**config.mk**
```make
export PLATFORM = sky130hd
export DESIGN_NAME = tlpt_ctrl
export DESIGN_NICKNAME = d
export VERILOG_FILES = /design/src/tlpt_pkg.sv /design/src/tlpt_ctrl.sv
export SDC_FILE = /design/constraint.sdc
export NUM_CORES = 1
export LEC_CHECK = 0
export BUFFER_PORTS_ARGS = -buffer_cell sky130_fd_sc_hd__buf_2
export CORE_UTILIZATION = 57
export CTS_BUF_LIST = sky130_fd_sc_hd__clkbuf_8
export DETAILED_ROUTE_END_ITERATION = 10
export GPL_TIMING_DRIVEN = 0
export HOLD_SLACK_MARGIN = 0.06
export PLACE_DENSITY = 0.95
export SYNTH_ARGS = -nofsm -noshare
export SYNTH_HDL_FRONTEND = slang
export SYNTH_SLANG_ARGS = --single-unit
```
**constraint.sdc**
```tcl
create_clock -name clk_i -period 4.5 [get_ports clk_i]
set_input_delay 0.675 -clock clk_i [delete_from_list [all_inputs] [get_ports clk_i]]
set_output_delay 0.675 -clock clk_i [all_outputs]
set_load 0.01 [all_outputs]
```
**src/tlpt_pkg.sv**
```systemverilog
`default_nettype none

package tlpt_pkg;

  localparam int unsigned SECTION_COUNT     = 4096;
  localparam int unsigned PAGES_PER_SECTION = 256;

  // section index bits of the stores, and of a full 32-bit address
  localparam int unsigned SEC_W      = (SECTION_COUNT > 1) ? $clog2(SECTION_COUNT) : 1;
  localparam int unsigned SLOT_W     = $clog2(PAGES_PER_SECTION);
  localparam int unsigned VA_SEC_W   = 12;
  localparam int unsigned SEC_CMP_W  = VA_SEC_W + 1;
  localparam int unsigned DESC_DEPTH = SECTION_COUNT * PAGES_PER_SECTION;

  // up to 2^20 pages for a full 4 GB region
  localparam int unsigned PAGE_CNT_W  = 21;
  localparam int unsigned UNMAP_CNT_W = 12;

  localparam logic [SEC_CMP_W-1:0] SEC_LIMIT  = SEC_CMP_W'(SECTION_COUNT);
  localparam logic [SEC_W-1:0]     SEC_LAST   = SEC_W'(SECTION_COUNT - 1);
  localparam logic [31:0]          FRAME_MASK = 32'hFFFF_F000;
  localparam logic [31:0]          SMALL_PAGE = 32'h0000_0002;
  localparam logic [31:0]          PAGE_BYTES = 32'h0000_1000;

  typedef enum logic [1:0] {
    KIND_MAP    = 2'd0,
    KIND_LOOKUP = 2'd1,
    KIND_UNMAP  = 2'd2
  } kind_e;

  typedef struct packed {
    logic load;        // capture the input beat
    logic init_wr;     // post-reset sweep of the section types
    logic type_rd;     // read section type at the current page
    logic desc_rd;     // read descriptor at the current page
    logic set_coarse;  // mark current section coarse
    logic clr_wr;      // zero one descriptor of the current section
    logic page_wr;     // write descriptor, step to next page
    logic page_skip;   // step to next page without a write
    logic unmap_wr;    // mark one section unmapped, step on
    logic finish;      // emit the result beat
    logic lookup_res;  // result is the translation, else zero
  } tlpt_cmd_t;

  typedef struct packed {
    logic init_last;
    logic pages_zero;
    logic page_in_range;
    logic sec_coarse;
    logic clr_last;
    logic unmap_done;
  } tlpt_stat_t;

endpackage

`default_nettype wire

```
**src/tlpt_ctrl.sv**
```systemverilog
`default_nettype none

module tlpt_ctrl
  import tlpt_pkg::*;
(
  input  wire logic       clk_i,
  input  wire logic       rst_ni,
  input  wire logic       start_i,
  input  wire logic [1:0] kind_i,
  input  wire tlpt_stat_t stat_i,
  output tlpt_cmd_t       cmd_o,
  output logic            busy_o
);

  typedef enum logic [8:0] {
    S_INIT    = 9'b0_0000_0001,
    S_IDLE    = 9'b0_0000_0010,
    S_MAP_RD  = 9'b0_0000_0100,
    S_MAP_CHK = 9'b0_0000_1000,
    S_MAP_CLR = 9'b0_0001_0000,
    S_MAP_WR  = 9'b0_0010_0000,
    S_LK_RD   = 9'b0_0100_0000,
    S_LK_RES  = 9'b0_1000_0000,
    S_UNMAP   = 9'b1_0000_0000
  } state_e;

  state_e state_q, state_d;

  always_ff @(posedge clk_i or negedge rst_ni) begin
    if (!rst_ni) begin
      state_q <= S_INIT;
    end else begin
      state_q <= state_d;
    end
  end

  always_comb begin
    state_d = state_q;
    cmd_o   = '0;
    unique case (state_q)
      S_INIT: begin
        cmd_o.init_wr = 1'b1;
        if (stat_i.init_last) begin
          state_d = S_IDLE;
        end
      end
      S_IDLE: begin
        if (start_i) begin
          cmd_o.load = 1'b1;
          case (kind_e'(kind_i))
            KIND_MAP:    state_d = S_MAP_RD;
            KIND_LOOKUP: state_d = S_LK_RD;
            KIND_UNMAP:  state_d = S_UNMAP;
            default:     cmd_o.finish = 1'b1;  // unknown kind: zero result
          endcase
        end
      end
      S_MAP_RD: begin
        if (stat_i.pages_zero) begin
          cmd_o.finish = 1'b1;
          state_d      = S_IDLE;
        end else if (!stat_i.page_in_range) begin
          cmd_o.page_skip = 1'b1;
        end else begin
          cmd_o.type_rd = 1'b1;
          state_d       = S_MAP_CHK;
        end
      end
      S_MAP_CHK: begin
        if (stat_i.sec_coarse) begin
          cmd_o.page_wr = 1'b1;
          state_d       = S_MAP_RD;
        end else begin
          cmd_o.set_coarse = 1'b1;
          state_d          = S_MAP_CLR;
        end
      end
      S_MAP_CLR: begin
        cmd_o.clr_wr = 1'b1;
        if (stat_i.clr_last) begin
          state_d = S_MAP_WR;
        end
      end
      S_MAP_WR: begin
        cmd_o.page_wr = 1'b1;
        state_d       = S_MAP_RD;
      end
      S_LK_RD: begin
        cmd_o.type_rd = 1'b1;
        cmd_o.desc_rd = 1'b1;
        state_d       = S_LK_RES;
      end
      S_LK_RES: begin
        cmd_o.finish     = 1'b1;
        cmd_o.lookup_res = 1'b1;
        state_d          = S_IDLE;
      end
      S_UNMAP: begin
        if (stat_i.unmap_done) begin
          cmd_o.finish = 1'b1;
          state_d      = S_IDLE;
        end else begin
          cmd_o.unmap_wr = 1'b1;
        end
      end
      default: begin
        state_d = S_INIT;
      end
    endcase
  end

  assign busy_o = (state_q != S_IDLE);

endmodule

`default_nettype wire

```
Yosys cells after proc, flatten, opt, wreduce, memory -nomap -nowiden. Cells that the tools add are included.

Output and inout bits: 12. Word-level logic and storage cells: 54. Register bits after elaboration: 9. Input bits: 11.

Reduce and logical (&&, ||, !) cells: 3. Equal/unequal tests: 18. Multiplexer cells: 32.

Operators with widths (count): one-hot mux 9 bit (9 select lines) (1); two-way mux 9 bit (6); one-hot mux 9 bit (3 select lines) (1); two-way mux 1 bit (20); equality test 9 x 1 -> 1 bit (second input constant) (1); equality test 9 x 2 -> 1 bit (second input constant) (1); equality test 9 x 3 -> 1 bit (second input constant) (1); equality test 9 x 4 -> 1 bit (second input constant) (1); equality test 9 x 5 -> 1 bit (second input constant) (1); equality test 9 x 6 -> 1 bit (second input constant) (1); equality test 9 x 7 -> 1 bit (second input constant) (1); equality test 9 x 8 -> 1 bit (second input constant) (1); equality test 9 bit (second input constant) (1); != test 9 x 2 -> 1 bit (second input constant) (1); != test 2 bit (second input constant) (4); AND reduction 6 bit (1); two-way mux 5 bit (1); != test 4 x 1 -> 1 bit (second input constant) (1); one-hot mux 1 bit (2 select lines) (2); one-hot mux 1 bit (4 select lines) (1); != test 3 bit (second input constant) (1); OR reduction 3 bit (1); equality test 2 x 1 -> 1 bit (second input constant) (1); equality test 2 bit (second input constant) (1); zero test 2 bit (1).

Logic depth before layout (Yosys ltp). Gate-level depths: netlist of run 1.

Depth in word-level cells: 5. Mapped depth: 6. Mapped depth without buffers: 6.

Least setup slack after synthesis of run 1. Ideal clock, no wire load.

Path kind: register to output. Start: reg state_q[2]. End: out cmd_o[2] (netlist name). Data required time: 3825 ps. Arrival: 1651 ps. Path buffers: 1. Path slack: 2174 ps. Stages on the path, launching flop included: 5. Cells stage by stage: dfrtp_1 > buf_6 > or4_4 > or4_4 > inv_2.

RTL lines: start, declared (line tlpt_ctrl.sv:27) `state_e state_q, state_d;`; start signal, assigned (line tlpt_ctrl.sv:33) `state_q <= state_d;`; end, declared (line tlpt_ctrl.sv:11) `output tlpt_cmd_t cmd_o,`.

==> reports/results.tsv, run 1 <==
metric	value	unit
firstDrtPassIters	4	
worstPathRequired	3.83	ns
syn_inst	93	
cts.path.max_buffers	2	
largest_register_ffs	9	
pin_count	23	
crit_path_start_kind	register	
finClkSkew	0.000966	ns
hold_violations	0	
status	complete, no violations	
routed_wl	1940	um
drtIter0Drc	30	
cts-resized-gates	0	
synth_edf_count	0	
diodes	0	
die-width	40.2	um
yosysTopAreaCell	dfrtp_1	
worstSetupEndpointType	primary output	
slowest_stage	or4_4	
top_regs	state_q x9	
vias_per_cell	6.28	
synth_cell_type_count	41	
slew_headroom	66.0	%
drc_errors	0	
fin_crit	2.74	ns
nets	135	
root_buffer	clkbuf_8	
core	1330	sq um
arrival	2.06	ns
cts_tree	done	
power-per-cell-area	434	nW/um^2
place_congestion	0.852	
crit_buf_inv	3	
cp_top_family	simple AND/OR/NAND/NOR gates	
hold_buffers	0	
synth_most_common_cell	dfrtp_1	
r2r_start	state_q[2]$_DFFE_PN0P_	
grt_max_degree	11	
grt_usage	28.0	%
criticalPathCategory	reg -> out	
antenna_found_initial	0	
initial_utilization	62.3	%
synth_top_area_share	24.1	%
final_cells	134	
reg2reg_setup_slack	2.48	ns
crit_chain	buf_6 -> or4_4 -> or4_4 -> inv_2 -> buf_2	
cts_made_buffers	3	
rr_worst_depth	5	
syn-num-nets	108	
ys_seq_area_share	27.3	%
crit_path_frequent_cell	or4_4	
grt_pass1_vias	675	
routedWlPerCell	14.5	um
hold_class	in -> async	
numPortBuffers	22	
synth_flop_cell	dfrtp_1	
ant_nets	0	
path_clk_slew	0.04	ns
ys_warn_count	0	
worstMarginPinSlew	0.505	ns
cts_setup_buffers	0	
grt_pass1_wl	2950	um
largest-register	state_q	
finalSetupViolCount	0	
maxCapViolations	0	
synthTopCellsByCount	dfrtp_1, nand2_1, nor3_1, inv_1, o21ai_0	
fin_setup_tns	0	ns
period_share	60.8	%
synth_area_leaders	dfrtp_1, ha_1, buf_6	
die_h	40.2	um
critPathMaxFanout	10	
cp_slowest_stage_delay	0.57	ns
overflow	0	
avgSynthCellArea	8.93	sq um
cts.sinks	9	
insertion_delay	0.23	ns
fillers	104	
vias	841	
h-tree-depth	1	
rsz0062_at_grt	no	
die_area	1610	sq um
dp_cells	130	
fmax	366	MHz
drive_gt1_share	34.5	%
synthArstFlopShare	100	%
row_count	13	
syn_area	831	sq um
synth_seq_cells	9	
dp_hpwl	1480	um
area_delta_synth_final	20.9	%
drv_slew	0	
peakVddDrop	0.264	mV
timing.rr.end	state_q[1]$_DFFE_PN0P_	
p_leak	0.524	nW
worst max-delay path by stage:
stage	endpoint	cells past startpoint	startpoint	slack (ns)
5_1_grt	cmd_o[6]	6	state_q[5]$_DFFE_PN0P_	1.69
3_3_place_gp	cmd_o[2]	5	state_q[2]$_DFFE_PN0P_	2.03
4_1_cts	cmd_o[2]	5	state_q[2]$_DFFE_PN0P_	1.77
2_1_floorplan	cmd_o[2]	4	state_q[2]$_DFFE_PN0P_	2.17
3_5_place_dp	cmd_o[2]	5	state_q[2]$_DFFE_PN0P_	2.03
6_report	cmd_o[2]	5	state_q[2]$_DFFE_PN0P_	1.76
where the power goes:
| part | leakage [nW] | switching [mW] | internal, mW | total [mW] |
|---|---|---|---|---|
| Sequential | 0.120 | 0.00771 | 0.0988 | 0.107 |
| Clock | 0.0269 | 0.0333 | 0.0595 | 0.0928 |
| Combinational | 0.377 | 0.132 | 0.104 | 0.236 |
| Total | 0.524 | 0.173 | 0.263 | 0.436 |
layout make-up:
type                       count  area, sq um  share of cell area [%]
inverter                       6         22.5                    2.24
buffer                         8         75.1                    7.47
clock buffer                   3         41.3                    4.11
clock inverter                 1         3.75                   0.374
multi-input combinational     70          507                    50.4
tap                           15         18.8                    1.87
timing repair buffer          22          110                    11.0
sequential                     9          226                    22.5
layer usage:
metal	vias to the layer above	GRT usage (%)	part of all wire, %
met5	-	0	0
met4	0	12.5	2.0
met3	5	5.00	6.9
met2	49	45.2	48
met1	383	36.2	43
li1	404	-	-
placed cells by master (no fill, tap or decap), types with 2 or more instances in the layout:
cell type,Yosys,final
or2_2,2,2
nor4_1,4,4
nand2_1,6,6
and2_1,2,2
nand4b_1,3,3
and3_1,3,3
nor3_1,6,6
nand3_1,2,2
clkbuf_8,0,3
nor2_1,3,3
buf_2,0,22
inv_1,5,6
xor2_1,2,2
dfrtp_1,8,8
o21ai_0,5,5
nor4b_1,2,2
ha_1,4,4
and4_1,3,3
nand2b_1,2,2
or4_4,2,2
buf_6,4,4
buf_4,4,4
stage by stage:
stage / hold slack (ns) / power, mW / instance area (sq um) / utilization [%] / setup WS, ns
floorplan: 0.379 / 0.285 / 831 / - / 2.17
global placement: 0.533 / 0.333 / 960 / 72.0 / 2.03
detailed placement: 0.539 / 0.338 / 960 / 72.0 / 2.03
CTS: 0.292 / 0.433 / 1000 / 75.3 / 1.77
global route: 0.291 / 0.467 / 1000 / 75.3 / 1.69
finish: 0.286 / 0.436 / 1000 / 75.3 / 1.76
worst reg2reg max path: cells and delay by family (launching register included):
kind            cells  cell delay, ns
flops               1            0.36
compound gates      2            0.26
buf+inv             1            0.14
simple gates        2            1.13
cells by family (layout without fill, tap and decap cells):
group	count (synthesis)	in the layout	synth area share, %
AO/OA/AOI/OAI	16	16	14.9
XOR/XNOR	3	3	3.16
adder cells (fa/ha/maj)	4	4	6.02
buffers and inverters	14	40	11.7
flip-flops	9	9	27.3
multiplexers	1	1	1.36
AND/OR/NAND/NOR	46	46	35.5
Note: power is estimated with default switching activity, not from simulation.
==> run 2: changes to the inputs <==
ABC_AREA = 1   (was default)
CORE_UTILIZATION = 49   (was 57)
PLACE_DENSITY = 0.89   (was 0.95)
clock period = 2.5 ns   (was 4.5 ns; I/O delays follow)
==> reports/results.tsv, run 2 <==
metric	value	unit
syn-num-nets	141	
grt_pass1_wl	3390	um
overflow	0	
row_count	15	
cts.path.max_buffers	2	
h-tree-depth	1	
grt_max_degree	10	
period_share	78.4	%
reg2reg_setup_slack	1.01	ns
finalSetupViolCount	0	
final_cell_mix	inv_1, buf_2, nand2_1, nor2_1, nand3_1	
die_h	44.5	um
fin_crit	1.96	ns
path_clk_slew	0.05	ns
dp_worst_setup_slack	0.812	ns
routed_wl	2070	um
fmax	510	MHz
place_congestion	0.886	
ys_seq_area_share	25.6	%
postLayoutCoreUtil	63.4	%
worstSetupStartpoint	state_q[1]$_DFFE_PN0P_	
synth-simple-area-share	50.4	%
crit_path_start_kind	register	
status	complete, no violations	
hold_violations	0	
synthAdderAreaFrac	5.65	%
routedWlPerCell	11.7	um
fin_setup_tns	0	ns
fin_ws	0.540	ns
synth_seq_cells	9	
antenna_found_initial	0	
worstMarginPinSlew	0.350	ns
finClkSkew	0.00285	ns
avgSynthCellArea	7.03	sq um
syn_area	886	sq um
top_regs	state_q x9	
firstDrtPassIters	4	
r2r_start	state_q[5]$_DFFE_PN0P_	
maxCapViolations	0	
cts.sinks	9	
die-width	44.5	um
vias	894	
ys_warn_count	0	
critPathMaxFanout	4	
ant_nets	0	
drv_slew	0	
mostFrequentLayoutCell	inv_1	
synth_flop_cell	dfrtp_1	
register_area	226	sq um
synth_mux_area_share	0	%
synth_top_family_by_area	simple AND/OR/NAND/NOR gates	
numPortBuffers	22	
area_delta_synth_final	22.2	%
cts_tree	done	
synth_most_common_cell	inv_1	
peakVddDrop	0.447	mV
synthTopCellsByCount	inv_1, nand2_1, nor2_1, nand3_1, dfrtp_1	
cts_made_buffers	3	
vias_per_cell	5.02	
power-per-cell-area	681	nW/um^2
insertion_delay	0.24	ns
synth_compound_area_share	4.94	%
drtIter0Drc	32	
largest-register	state_q	
worstSetupEndpointType	primary output	
pin_count	23	
yosysTopAreaCell	dfrtp_1	
die_area	1980	sq um
largest_register_ffs	9	
timing.rr.end	state_q[6]$_DFFE_PN0P_	
multiInputGateArea	541	sq um
drive_gt1_share	35.3	%
hold_class	in -> reg	
initial_utilization	51.9	%
dp_hpwl	1620	um
core	1710	sq um
synth_edf_count	0	
diodes	0	
synth_cell_type_count	25	
worstPathRequired	2.12	ns
root_buffer	clkbuf_8	
synth-xor-area-share	0	%
rr_worst_depth	7	
synthArstFlopShare	100	%
cts-resized-gates	0	
grt_pass1_vias	825	
criticalPathCategory	reg -> out	
synth_area_leaders	dfrtp_1, inv_1, nand2_1	
synth_top_area_share	22.6	%
setup.worst_path.end	cmd_o[6]	
arrival	1.58	ns
grt_usage	23.4	%
slew_headroom	76.5	%
rsz0062_at_grt	no	
drc_errors	0	
syn_inst	126	
p_leak	0.662	nW
fillers	161	
nets	169	
## run 2: worst min-delay path by stage
| stage | slack (ns) | start | cells after the start | endpoint |
|---|---|---|---|---|
| finish | 0.29 | stat_i[5] | 2 | state_q[0]$_DFFE_PN1P_ |
| floorplan | 0.08 | rst_ni | 0 | state_q[1]$_DFFE_PN0P_ |
| detailed placement | 0.24 | rst_ni | 1 | state_q[4]$_DFFE_PN0P_ |
| global route | 0.30 | stat_i[5] | 2 | state_q[0]$_DFFE_PN1P_ |
| CTS | 0.29 | stat_i[5] | 2 | state_q[0]$_DFFE_PN1P_ |
| global placement | 0.23 | rst_ni | 1 | state_q[4]$_DFFE_PN0P_ |
## run 2: area by class of cell
cell class / count / share of cell area, %
plain buffers: 1 / 0.694
multi-input cells: 87 / 49.9
inverters: 29 / 10.3
clock inverters: 1 / 0.347
clock buffers: 3 / 3.82
repair buffers: 23 / 11.1
flip-flops and latches: 9 / 20.9
well taps: 25 / 2.89
## run 2: repair_timing
action / in CTS / in global routing
endpoints found under the setup margin: 0 / 0
hold buffers: 1 / 0
buffers inserted: 0 / 0
hold endpoints to repair: 8 / 0
## run 2: worst max-delay path, stage by stage, from the launching register on
cell,delay (ns)
dfrtp_1,0.44
nor2_2,0.19
nand2_2,0.08
nor2_4,0.15
nand3_2,0.12
nor2_1,0.14
buf_4,0.11
buf_2,0.11
## run 2: cell families after synthesis
| logic type | Yosys count |
|---|---|
| compound gates | 7 |
| fa+ha+maj | 4 |
| flops | 9 |
| buf+inv | 30 |
| simple gates | 76 |
## run 2: report_power, final
group          switching, mW  internal, mW
logic                  0.233         0.133
clock network         0.0643         0.108
registers             0.0272         0.171
total                  0.325         0.412
## run 2: stage by stage
stage	power (mW)	cells	area, sq um	hold WS (ns)
6_report	0.737	178	1080	0.291
4_1_cts	0.734	178	1080	0.292
3_3_place_gp	0.545	173	1030	0.230
2_1_floorplan	0.477	126	886	0.0794
5_1_grt	0.780	178	1080	0.303
3_5_place_dp	0.560	173	1030	0.237
## run 2: layer usage
layer  GRT usage (%)  share of wire, %
met1            28.1                40
met2            41.8                53
met3            1.22               4.8
met4            12.1               1.6
met5               0                 0
==> run 3: changes to the inputs <==
CORE_UTILIZATION = 54   (was 49)
PLACE_DENSITY = 0.92   (was 0.89)
clock period = 1.9 ns   (was 2.5 ns; I/O delays follow)
==> reports/results.tsv, run 3 (synthesis results as in run 2) <==
metric	value	unit
fin_setup_tns	0	ns
crit_path_start_kind	register	
place_congestion	0.949	
die_h	42.5	um
placed_area	1020	sq um
numPortBuffers	22	
area_delta_synth_final	25.8	%
die_area	1810	sq um
p_leak	0.679	nW
hold_violations	0	
cts_made_buffers	3	
arrival	1.57	ns
dp_hpwl	1670	um
worstPathRequired	1.62	ns
criticalPathCategory	reg -> out	
cp_slowest_stage_delay	0.43	ns
power-per-cell-area	891	nW/um^2
fin_ws	0.0420	ns
fmax	538	MHz
use_met2	41.5	%
worstSetupEndpointType	primary output	
drive_gt1_share	38.2	%
grt_pass1_wl	3130	um
cts.path.max_buffers	2	
antenna_found_initial	0	
crit_buf_inv	2	
pin_count	23	
grt_max_degree	10	
slowest_stage	dfrtp_1	
critPathMaxFanout	4	
fillers	125	
grt_pass1_vias	767	
fin_crit	1.86	ns
worstMarginPinSlew	0.341	ns
drv_slew	0	
mostFrequentLayoutCell	inv_1	
insertion_delay	0.24	ns
largest-register	state_q	
overflow	0	
maxCapViolations	0	
routedWlPerCell	12.0	um
drtIter0Drc	19	
top_regs	state_q x9	
period_share	97.8	%
hold_slack	0.210	ns
cts.sinks	9	
core	1520	sq um
finClkSkew	0.000940	ns
vias_per_cell	5.35	
initial_utilization	58.1	%
grt_usage	23.5	%
worstHoldStart	stat_i[5]	
top_usage_layer	met2	
largest_register_ffs	9	
row_count	14	
nets	173	
hold_class	in -> reg	
crit_chain	nor2_2 -> nand2_2 -> nor2_4 -> nand3_2 -> nor2_1 -> buf_4 -> buf_2	
met3_usage	2.59	%
cp_top_family	simple AND/OR/NAND/NOR gates	
finalSetupViolCount	0	
rsz0062_at_grt	yes	
r2r_start	state_q[5]$_DFFE_PN0P_	
root_buffer	clkbuf_8	
firstDrtPassIters	4	
slew_headroom	77.1	%
drc_errors	0	
met1_usage	27.1	%
die-width	42.5	um
dp_worst_setup_slack	0.297	ns
status	complete, no violations	
h-tree-depth	1	
final_cell_mix	inv_1, buf_2, nand2_1, nor2_1, nand3_1	
cts_tree	done	
vias	926	
diodes	0	
ant_nets	0	
final_cell_area	1110	sq um
path_clk_slew	0.04	ns
worstSetupStartpoint	state_q[1]$_DFFE_PN0P_	
postLayoutCoreUtil	73.2	%
routed_wl	2070	um
peakVddDrop	0.583	mV
==> run 3: changes by cell type in the layout (fill, tap and decap cells not counted) <==
cell / before / now
nor2_1: 17 / 16
nor2_2: 7 / 6
dfrtp_2: 0 / 1
nor2_4: 3 / 5
dfrtp_1: 8 / 7
buf_4: 1 / 5
==> run 3: through the flow <==
stage               total power [mW]  instances
finish                         0.993        173
global route                    1.05        173
CTS                            0.962        169
detailed placement             0.737        164
global placement               0.717        164
floorplan                      0.628        126
==> run 3: repair_timing <==
item	CTS	global route
endpoints found under the setup margin	0	2
hold buffers	1	0
setup buffers	0	4
resized for setup	0	4
endpoints found under the hold margin	8	0
==> run 3: worst paths after layout <==
kind / endpoint / slack, ns / cells past startpoint
max: cmd_o[6] / 0.04 / 7
min: state_q[0]$_DFFE_PN1P_ / 0.21 / 2
max reg2reg: state_q[2]$_DFFE_PN0P_ / 0.37 / 9
min reg2reg: state_q[1]$_DFFE_PN0P_ / 0.62 / 2
max in group asynchronous: state_q[0]$_DFFE_PN1P_ / 1.22 / 2
min in group asynchronous: state_q[4]$_DFFE_PN0P_ / 0.44 / 2
==> run 3: cell type report <==
class	instances	area, sq um	share of cell area (%)
multi-input cells	87	553	49.6
flip-flops and latches	9	228	20.4
repair buffers	27	150	13.5
inverters	29	111	9.99
clock buffers	3	41.3	3.70
well taps	16	20.0	1.80
plain buffers	1	7.51	0.673
clock inverters	1	3.75	0.337
==> run 3: per-layer routing <==
metal | part of all wire (%) | vias to the layer above
met1 | 39 | 430
met5 | 0 | -
met2 | 53 | 36
met4 | 2.6 | 0
li1 | - | 450
met3 | 5.2 | 10
==> run 3: power breakdown <==
| part | switching, mW | internal (mW) | total (mW) |
|---|---|---|---|
| Sequential | 0.0330 | 0.226 | 0.259 |
| Combinational | 0.324 | 0.190 | 0.514 |
| Clock | 0.0795 | 0.141 | 0.220 |
| Total | 0.436 | 0.557 | 0.993 |
==> run 3: worst register-to-register path, delay by kind of cell, from the launching register on <==
| kind | cells | cell delay (ns) |
|---|---|---|
| buf+inv | 1 | 0.14 |
| flops | 1 | 0.42 |
| simple gates | 7 | 0.79 |
| compound gates | 1 | 0.08 |
